### src/hw/rtl/owrs_pkg.sv
// ----------------------------------------------------------------------------
// owrs_pkg
// Shared types and constants for the 1-Wire ROM search core.
// ----------------------------------------------------------------------------
package owrs_pkg;

  // rom code length and derived widths
  localparam int ROM_BITS = 64;
  localparam int POS_W    = $clog2(ROM_BITS + 1);
  localparam int IDX_W    = $clog2(ROM_BITS);
  localparam int ADDR_W   = 64;
  localparam int FAM_W    = 4;

  // positions below this limit fall in the family byte
  localparam int FAMILY_LIMIT = 9;

  // search command bytes
  localparam logic [7:0] CMD_NORMAL = 8'hF0;
  localparam logic [7:0] CMD_ALARM  = 8'hEC;

  // operation codes
  localparam logic [1:0] OP_CLEAR  = 2'd0;
  localparam logic [1:0] OP_TARGET = 2'd1;
  localparam logic [1:0] OP_BEGIN  = 2'd2;
  localparam logic [1:0] OP_BIT    = 2'd3;

  // status codes
  localparam logic [2:0] ST_DONE        = 3'd0;
  localparam logic [2:0] ST_FOUND       = 3'd1;
  localparam logic [2:0] ST_NO_PRESENCE = 3'd2;
  localparam logic [2:0] ST_NO_RESPONSE = 3'd3;
  localparam logic [2:0] ST_ZERO_FAMILY = 3'd4;
  localparam logic [2:0] ST_EXHAUSTED   = 3'd5;
  localparam logic [2:0] ST_IGNORED     = 3'd6;
  localparam logic [2:0] ST_SET         = 3'd7;

  // input item
  typedef struct packed {
    logic [1:0] operation;
    logic [7:0] target_family;
    logic       presence;
    logic       normal_search;
    logic       id_bit;
    logic       complement_bit;
  } cmd_item_t;

  // result item
  typedef struct packed {
    logic [2:0]        status;
    logic              direction_bit;
    logic [7:0]        command_byte;
    logic [ADDR_W-1:0] rom_address;
    logic [FAM_W-1:0]  family_discrepancy_out;
    logic              last_device;
  } res_item_t;

endpackage

### src/hw/rtl/one_wire_rom_search_core.sv
// ----------------------------------------------------------------------------
// one_wire_rom_search_core
// ROM search sequencer: one search event per item, one result per item.
// ----------------------------------------------------------------------------
//
//   channel | signals                            | direction | item type
//   --------+------------------------------------+-----------+-----------
//   cmd     | cmd_valid, cmd_stall, cmd_item     | in        | cmd_item_t
//   res     | res_valid, res_stall, res_item     | out       | res_item_t
//
// One item per cycle sustained while res is not stalled; a result is valid once its
// item has passed the input register and the decision logic into the result register.
// The search state is updated in the same cycle an item moves into the result
// register, so the next item always sees it.
// rst clears the search state and both valid flags.
// A stall on res holds the result and backs up into cmd_stall once the input
// register is also full.
//
module one_wire_rom_search_core (
  input  logic                clk,
  input  logic                rst,
  input  logic                cmd_valid,
  output logic                cmd_stall,
  input  owrs_pkg::cmd_item_t cmd_item,
  output logic                res_valid,
  input  logic                res_stall,
  output owrs_pkg::res_item_t res_item
);
  import owrs_pkg::*;

  // pipeline registers
  logic      in_valid;
  cmd_item_t in_item;
  logic      advance;

  // search state
  logic [ROM_BITS-1:0] rom_bits;
  logic [POS_W-1:0]    last_discrepancy;
  logic [FAM_W-1:0]    family_discrepancy;
  logic                last_device_seen;
  logic [POS_W-1:0]    bit_position;
  logic [POS_W-1:0]    zero_branch_pos;
  logic                pass_active;

  logic [ROM_BITS-1:0] rom_bits_next;
  logic [POS_W-1:0]    last_discrepancy_next;
  logic [FAM_W-1:0]    family_discrepancy_next;
  logic                last_device_seen_next;
  logic [POS_W-1:0]    bit_position_next;
  logic [POS_W-1:0]    zero_branch_pos_next;
  logic                pass_active_next;
  res_item_t           res_next;

  logic [IDX_W-1:0]    idx;
  logic                dir;

  // handshake
  assign advance   = in_valid && (!res_valid || !res_stall);
  assign cmd_stall = in_valid && !advance;

  // input register
  always_ff @(posedge clk) begin
    if (rst) begin
      in_valid <= 1'b0;
    end else if (cmd_valid && !cmd_stall) begin
      in_valid <= 1'b1;
    end else if (advance) begin
      in_valid <= 1'b0;
    end
    if (cmd_valid && !cmd_stall) begin
      in_item <= cmd_item;
    end
  end

  // search decision for the held item
  assign idx = IDX_W'(bit_position - POS_W'(1));

  always_comb begin
    rom_bits_next           = rom_bits;
    last_discrepancy_next   = last_discrepancy;
    family_discrepancy_next = family_discrepancy;
    last_device_seen_next   = last_device_seen;
    bit_position_next       = bit_position;
    zero_branch_pos_next    = zero_branch_pos;
    pass_active_next        = pass_active;
    dir                     = 1'b0;
    res_next                = '0;
    res_next.status         = ST_IGNORED;

    case (in_item.operation)
      OP_CLEAR: begin
        rom_bits_next           = '0;
        last_discrepancy_next   = '0;
        family_discrepancy_next = '0;
        last_device_seen_next   = 1'b0;
        pass_active_next        = 1'b0;
        bit_position_next       = POS_W'(1);
        zero_branch_pos_next    = '0;
        res_next.status         = ST_SET;
      end
      OP_TARGET: begin
        rom_bits_next           = ROM_BITS'(in_item.target_family);
        last_discrepancy_next   = POS_W'(ROM_BITS);
        family_discrepancy_next = '0;
        last_device_seen_next   = 1'b0;
        pass_active_next        = 1'b0;
        bit_position_next       = POS_W'(1);
        zero_branch_pos_next    = '0;
        res_next.status         = ST_SET;
      end
      OP_BEGIN: begin
        pass_active_next        = 1'b0;
        bit_position_next       = POS_W'(1);
        zero_branch_pos_next    = '0;
        if (last_device_seen) begin
          last_discrepancy_next   = '0;
          family_discrepancy_next = '0;
          last_device_seen_next   = 1'b0;
          res_next.status         = ST_EXHAUSTED;
        end else if (!in_item.presence) begin
          last_discrepancy_next   = '0;
          family_discrepancy_next = '0;
          last_device_seen_next   = 1'b0;
          res_next.status         = ST_NO_PRESENCE;
        end else begin
          pass_active_next      = 1'b1;
          res_next.command_byte = in_item.normal_search ? CMD_NORMAL : CMD_ALARM;
          res_next.status       = ST_DONE;
        end
      end
      OP_BIT: begin
        if (pass_active) begin
          if (in_item.id_bit && in_item.complement_bit) begin
            // no device answered
            last_discrepancy_next   = '0;
            family_discrepancy_next = '0;
            last_device_seen_next   = 1'b0;
            pass_active_next        = 1'b0;
            bit_position_next       = POS_W'(1);
            zero_branch_pos_next    = '0;
            res_next.status         = ST_NO_RESPONSE;
          end else begin
            // pick the direction for this position
            if (in_item.id_bit != in_item.complement_bit) begin
              dir = in_item.id_bit;
            end else begin
              if (bit_position < last_discrepancy) begin
                dir = rom_bits[idx];
              end else begin
                dir = (bit_position == last_discrepancy);
              end
              if (!dir) begin
                zero_branch_pos_next = bit_position;
                if (bit_position < POS_W'(FAMILY_LIMIT)) begin
                  family_discrepancy_next = FAM_W'(bit_position);
                end
              end
            end
            rom_bits_next[idx]     = dir;
            bit_position_next      = bit_position + POS_W'(1);
            res_next.status        = ST_DONE;
            res_next.direction_bit = dir;

            // last position closes the pass
            if (bit_position >= POS_W'(ROM_BITS)) begin
              last_discrepancy_next   = zero_branch_pos_next;
              last_device_seen_next   = (zero_branch_pos_next == '0);
              pass_active_next        = 1'b0;
              bit_position_next       = POS_W'(1);
              zero_branch_pos_next    = '0;
              res_next.direction_bit  = 1'b0;
              if (rom_bits_next[7:0] == 8'd0) begin
                last_discrepancy_next   = '0;
                family_discrepancy_next = '0;
                last_device_seen_next   = 1'b0;
                res_next.status         = ST_ZERO_FAMILY;
              end else begin
                res_next.status      = ST_FOUND;
                res_next.rom_address = ADDR_W'(rom_bits_next);
              end
            end
          end
        end
      end
      default: begin
        res_next.status = ST_IGNORED;
      end
    endcase

    res_next.family_discrepancy_out = family_discrepancy_next;
    res_next.last_device            = last_device_seen_next;
  end

  // state and result register
  always_ff @(posedge clk) begin
    if (rst) begin
      rom_bits           <= '0;
      last_discrepancy   <= '0;
      family_discrepancy <= '0;
      last_device_seen   <= 1'b0;
      bit_position       <= POS_W'(1);
      zero_branch_pos    <= '0;
      pass_active        <= 1'b0;
      res_valid          <= 1'b0;
    end else begin
      if (advance) begin
        rom_bits           <= rom_bits_next;
        last_discrepancy   <= last_discrepancy_next;
        family_discrepancy <= family_discrepancy_next;
        last_device_seen   <= last_device_seen_next;
        bit_position       <= bit_position_next;
        zero_branch_pos    <= zero_branch_pos_next;
        pass_active        <= pass_active_next;
        res_valid          <= 1'b1;
      end else if (!res_stall) begin
        res_valid <= 1'b0;
      end
    end
    if (advance) begin
      res_item <= res_next;
    end
  end

  // idle search keeps the pass counters at their start values
  a_idle_pass: assert property (@(posedge clk) disable iff (rst)
    !pass_active |-> (bit_position == POS_W'(1)) && (zero_branch_pos == '0))
    else $error("pass counters moved outside a pass");

  // a found rom code always carries a nonzero family byte
  a_found_family: assert property (@(posedge clk) disable iff (rst)
    res_valid && (res_item.status == ST_FOUND) |-> (res_item.rom_address[7:0] != 8'd0))
    else $error("found result with zero family byte");

  // a command byte only comes with a started pass
  a_cmd_pass: assert property (@(posedge clk) disable iff (rst)
    advance && (res_next.command_byte != 8'd0) |=> pass_active)
    else $error("command byte issued without an active pass");

  // discrepancy never points past the rom code
  a_disc_range: assert property (@(posedge clk) disable iff (rst)
    last_discrepancy <= POS_W'(ROM_BITS))
    else $error("last discrepancy out of range");

  // the input register is never overwritten while it still holds an item
  a_no_overrun: assert property (@(posedge clk) disable iff (rst)
    in_valid && !advance |=> in_valid && $stable(in_item))
    else $error("held item lost");

endmodule

### config.mk
export PLATFORM = sky130hd
export DESIGN_NAME = one_wire_rom_search_core
export DESIGN_NICKNAME = d
export VERILOG_FILES = /design/src/hw/rtl/owrs_pkg.sv /design/src/hw/rtl/one_wire_rom_search_core.sv
export SDC_FILE = /design/constraint.sdc
export NUM_CORES = 1
export LEC_CHECK = 0
export ABC_AREA = 1
export BUFFER_PORTS_ARGS = -buffer_cell sky130_fd_sc_hd__clkbuf_2
export CORE_ASPECT_RATIO = 0.7
export CORE_MARGIN = 4
export CORE_UTILIZATION = 40
export CTS_CLUSTER_SIZE = 30
export DETAILED_ROUTE_END_ITERATION = 8
export PLACE_DENSITY = 0.68
export SETUP_SLACK_MARGIN = 0.05
export SLEW_MARGIN = 10
export SYNTH_ARGS = -nofsm -noshare
export SYNTH_HDL_FRONTEND = slang
export SYNTH_SLANG_ARGS = --single-unit
### constraint.sdc
create_clock -name clk -period 7.4 [get_ports clk]
set_input_delay 1.48 -clock clk [delete_from_list [all_inputs] [get_ports clk]]
set_output_delay 1.48 -clock clk [all_outputs]
set_load 0.01 [all_outputs]
# Word level (Yosys, flattened, before mapping)
# Cells that the tools add are included.
# Widths: inputs -> output; s select.
# totals
output_inout_bits	83
wordCells	137
reg_bits	188
# op_classes
n_lt_le_gt_ge	5
muxes	71
n_addsub	2
eq_ne	10
reduce_logical	23
bitwise	5
# ops
op	n
$pmux 64 s3	1
$mux 64	2
$mux 7	17
$bwmux 64	1
$mux 4	11
$pmux 7 s2	2
$pmux 7 s4	1
$mux 1	25
$pmux 4 s3	1
$mux 3	3
$pmux 3 s3	1
$logic_not 8->1	1
$reduce_and 4->1	2
$add 7x1->7 const B	1
$eq 7x7->1	1
$ge 7x7->1 const B	1
$logic_not 7->1	1
$lt 6x7->1 const B	1
$lt 7x4->1 const B	1
$lt 7x7->1	1
$bmux 1 s6	1
$demux 1 s6	1
$ge 6x1->1 const B	1
$ne 3x3->1 const B	2
other kinds (22)	36

# Logic depth before layout (Yosys ltp)
# depth
word_depth	19
mapped_depth	25
ltp_nobuf	23

# Worst setup path before layout
# OpenSTA, ideal clock, no wires.
# synth_path
path_kind	in2reg
startpoint	input res_stall
endpoint	register rom_bits[4]
path_stages	8
arrival_ps	5743
setup_time_ps	95
path_buffers	1
slack_ps	1561
path_cell_list	nand2_1 > inv_1 > nor2_2 > clkinv_1 > nor2_1 > o21ai_1 > clkbuf_1 > a221oi_1
# synth_via
elab_chain_cells	4
# synth_rtl
item	line	source
from (decl)	one_wire_rom_search_core.sv:26	input logic res_stall,
$logic_not 1->1	--	
$logic_or 1x1->1	one_wire_rom_search_core.sv:58	assign advance = in_valid && (!res_valid || !res_stall);
$logic_and 1x1->1	one_wire_rom_search_core.sv:58	
via advance	one_wire_rom_search_core.sv:34	logic advance;
$reduce_and 4->1 (no line)	--	
to (signal assigned)	one_wire_rom_search_core.sv:207	rom_bits <= rom_bits_next;
to (decl)	one_wire_rom_search_core.sv:37	logic [ROM_BITS-1:0] rom_bits;
# The timed path passes the listed nets, and every way through them passes these cells.
# A chain may end at the register's enable or synchronous reset.

# Final worst setup path
# layout_path
startpoint	register bit_position[0]
endpoint	register res_item[41] (netlist bit) (data pin)
# layout_via
elab_chain_cells	15
elab_cells_between_ends	24
cone_classes	add/sub (1); order compare (4); eq/ne (1); mux (14); bitwise (1); reduce/logical (3)
# layout_rtl
item	line	source
from (decl)	one_wire_rom_search_core.sv:41	logic [POS_W-1:0] bit_position;
from (signal assigned)	one_wire_rom_search_core.sv:211	bit_position <= bit_position_next;
$sub 6x1->6	one_wire_rom_search_core.sv:76	assign idx = IDX_W'(bit_position - POS_W'(1));
$bmux 1 s6	one_wire_rom_search_core.sv:148	dir = rom_bits[idx];
$mux 1 (implied by the code)	one_wire_rom_search_core.sv:148	
$mux 1	one_wire_rom_search_core.sv:147	if (bit_position < last_discrepancy) begin
$mux 1	one_wire_rom_search_core.sv:144	if (in_item.id_bit != in_item.complement_bit) begin
$mux 1	one_wire_rom_search_core.sv:133	if (in_item.id_bit && in_item.complement_bit) begin
$mux 1	one_wire_rom_search_core.sv:132	if (pass_active) begin
$mux 1	one_wire_rom_search_core.sv:90	case (in_item.operation)
$mux 1	one_wire_rom_search_core.sv:144	
$mux 1	one_wire_rom_search_core.sv:133	
$mux 1	one_wire_rom_search_core.sv:132	
$mux 1	one_wire_rom_search_core.sv:90	
$bwmux 64	one_wire_rom_search_core.sv:159	rom_bits_next[idx] = dir;
$logic_not 8->1	one_wire_rom_search_core.sv:172	if (rom_bits_next[7:0] == 8'd0) begin
$reduce_or 5->1 (no line)	--	
to (signal assigned)	one_wire_rom_search_core.sv:220	res_item <= res_next;
to (decl)	one_wire_rom_search_core.sv:27	output owrs_pkg::res_item_t res_item
# Several ways; a longest one is shown, not always the timed one. The select of a mux whose other input is x is not followed.

==> results.toml <==
[cts]
root_buffer = "clkbuf_16"
clock_latency_ns = 0.44
cts.sinks = 183
htreeDepth = 4
cts_tree = "yes"
cts_hold_buf = 0
path_clk_slew_ns = 0.07
cts_inserted_buffers = 17
cts_setup_buffers = 0
clockBufferDepth = 2
cts_resized = 0

[worst_setup_path]
crit_top_cell = "nor2_1"
critPathRequiredTime_ns = 7.56
slowest_stage = "ha_1"
setup.worst_path.class = "reg -> reg"
startpoint_type = "register"
worstPathArrival_ns = 5.05
path_max_fanout = 64
critPathMaxStageDelay_ns = 0.74
end_kind = "register"
crit_path_cell_trace = "inv_2 > ha_1 > clkinv_1 > nor2_1 > inv_1 > nor2_1 > clkinv_1 > nor2_1 > nand3_1 > nand2_1 > nand2_1 > nor2_2 > nand2_4 > nand2_4 > nor2_1"

[placed_design]
hpwl_mm = 17.05
gp_congestion = 0.8777
place_area_mm2 = 0.009784
io_buffers = 98
dp_slack_ns = 2.585

[die]
start_util_pct = 41.46
fp.dieArea_mm2 = 0.02540
coreArea_mm2 = 0.02207
num_rows = 45
die_x_um = 188.8
pin_count = 101
dieHeight_um = 134.5

[logic_synthesis]
syn-mean-instance-area_um2 = 7.600
seq_area_frac_synth_pct = 49.88
synth_cell_types = 38
syn_area_mm2 = 0.009150
ys_ff_latch = 183
yosysWarnings = 0
synth_cells = 1204

[worst_hold_path]
hold_class = "reg -> reg"

[cells_and_area]
diodes = 0
register_area_mm2 = 0.004564
finish.instance_area_mm2 = 0.01039
multi_input_area_mm2 = 0.003762
fin_util_pct = 47.09
area_growth_pct = 13.58
layout-drive-gt1-share_pct = 12.60
nFillCells = 2193
layout.nets = 1301

[drt]
route.detailed.drc = 0
wire_per_inst_um = 16.05
dr.pass1.iters = 5
routed-via-count = 8203
ant_nets = 0
finalWirelength_mm = 25.53
drt-vias-per-instance = 5.156
drtIter0Drc = 971

[power]
p_per_area_mw_per_mm2 = 220.1
vdd.ir_drop.worst_mv = 0.1620
cellLeakagePower_nw = 4.225

[timing]
setup_ws_ns = 2.511
relSlewSlack_pct = 31.30
final_max_slew_viol_count = 0
post-route-min-period_ns = 4.889
max_freq_mhz = 204.5
tns_ns = 0
fin_crit_sh_pct = 66.07
final.setup_skew_ns = 0.01554
hold_viol = 0
setup_viol = 0
rsz0062_at_grt = "no"
worst_pin_slew_ns = 1.030

[global_routing]
grt_max_degree = 87
antenna_found_initial = 0
grt_pass1_vias = 7419
grt_overflow_total = 0
track_usage_pct = 19.85
grt_pass1_wl_mm = 40.57

[outcome]
status = "complete, no violations"

[job]
maxCapViolCount = 0
## metal layers
metal | GRT usage [%] | part of all wire, % | vias up
met5 | 0 | 0 | -
met4 | 3.762 | 0.67 | 0
met3 | 4.832 | 9.6 | 21
met2 | 27.04 | 40 | 379
met1 | 31.66 | 50 | 3780
li1 | - | - | 4023
## state kept, by name, indices dropped and copies added, names as in the netlist
signal	cells
bit_position	7
rom_bits	64
last_device_seen	1
in_valid	1
res_item	76
pass_active	1
res_valid	1
last_discrepancy	7
in_item	14
zero_branch_pos	7
family_discrepancy	4
## report_power, final
part	switching, W	internal (W)
clock	0.000417	0.000535
combinational	0.000183	0.0000583
sequential	0.0000103	0.00108
total	0.000610	0.00168
## worst paths after layout
path,from,endpoint,slack (ns),cells past startpoint
setup / recovery,bit_position[0],res_item[41],2.51,15
hold / removal,zero_branch_pos[1],zero_branch_pos[1],0.47,2
setup reg to reg,bit_position[0],res_item[41],2.51,15
hold reg to reg,zero_branch_pos[1],zero_branch_pos[1],0.47,2
## cells in the mapped netlist
| library cell | number | share of area (%) |
|---|---|---|
| a211oi_1 | 5 | 0.41 |
| a21o_1 | 2 | 0.16 |
| a21oi_1 | 87 | 4.8 |
| a221oi_1 | 9 | 0.86 |
| a31oi_1 | 3 | 0.21 |
| buf_1 | 3 | 0.12 |
| buf_2 | 14 | 0.77 |
| buf_4 | 8 | 0.66 |
| buf_6 | 9 | 1.1 |
| clkbuf_1 | 22 | 0.90 |
| clkinv_1 | 11 | 0.45 |
| conb_1 | 1 | 0.041 |
| dfxtp_1 | 93 | 20 |
| edfxtp_1 | 90 | 30 |
| ha_1 | 10 | 1.4 |
| inv_1 | 125 | 5.1 |
| inv_2 | 6 | 0.25 |
| nand2_1 | 319 | 13 |
| nand2_2 | 4 | 0.27 |
| nand2_4 | 2 | 0.25 |
| nand3_1 | 92 | 5.0 |
| nand3_2 | 3 | 0.33 |
| nand3b_1 | 1 | 0.082 |
| nand4_1 | 4 | 0.27 |
| nor2_1 | 174 | 7.1 |
| nor2_2 | 3 | 0.21 |
| nor3_1 | 10 | 0.55 |
| nor3_2 | 2 | 0.22 |
| nor4_1 | 2 | 0.14 |
| o211ai_1 | 1 | 0.082 |
| o21a_1 | 1 | 0.082 |
| o21ai_0 | 53 | 2.9 |
| o21ai_1 | 27 | 1.5 |
| o21ai_2 | 1 | 0.096 |
| o221ai_1 | 1 | 0.096 |
| o22ai_1 | 2 | 0.14 |
| or2_2 | 2 | 0.14 |
| xor2_2 | 2 | 0.36 |
## stage by stage
stage | instances | total power (W) | hold slack, ns
global placement | 1559 | 0.001351 | 0.4525
finish | 1591 | 0.002288 | 0.4668
CTS | 1591 | 0.002296 | 0.4659
global route | 1591 | 0.002368 | 0.4925
detailed placement | 1559 | 0.001353 | 0.4562
floorplan | 1205 | 0.001286 | 0.4453
## kinds of logic (layout without fill, tap and decap cells)
family | Yosys count | count (layout) | synth area share, %
adder cells (fa/ha/maj) | 10 | 10 | 1.367
other | 1 | 2 | 0.04098
AND/OR/NAND/NOR | 618 | 618 | 27.70
buffers and inverters | 198 | 279 | 9.381
XOR/XNOR | 2 | 2 | 0.3555
flip-flops | 183 | 183 | 49.88
AO/OA/AOI/OAI | 192 | 192 | 11.27
## final cells by class
cell class	count	share of cell area (%)
Multi-Input combinational cell	824	36.20
Timing Repair Buffer	105	5.225
Clock buffer	21	4.539
Inverter	142	5.129
Tap cell	305	3.672
Clock inverter	11	1.312
Sequential cell	183	43.92
## cells in the final DEF (no fill, tap or decap), types with 7 or more instances in the layout
| cell | instances |
|---|---|
| inv_1 | 125 |
| ha_1 | 10 |
| a21oi_1 | 87 |
| nand3_1 | 92 |
| nor3_1 | 10 |
| o21ai_1 | 26 |
| clkbuf_16 | 18 |
| dfxtp_1 | 93 |
| a221oi_1 | 9 |
| clkbuf_2 | 98 |
| o21ai_0 | 53 |
| nand2_1 | 319 |
| nor2_1 | 173 |
| buf_4 | 7 |
| clkinv_1 | 11 |
| edfxtp_1 | 90 |
## worst max-delay path: cells and delay by family, from the launching register on
kind          cells  cell delay, ns
buf+inv           4            1.69
simple gates     10            1.77
fa+ha+maj         1            0.74
flops             1            0.31
Note: power is estimated with default switching activity, not from simulation.
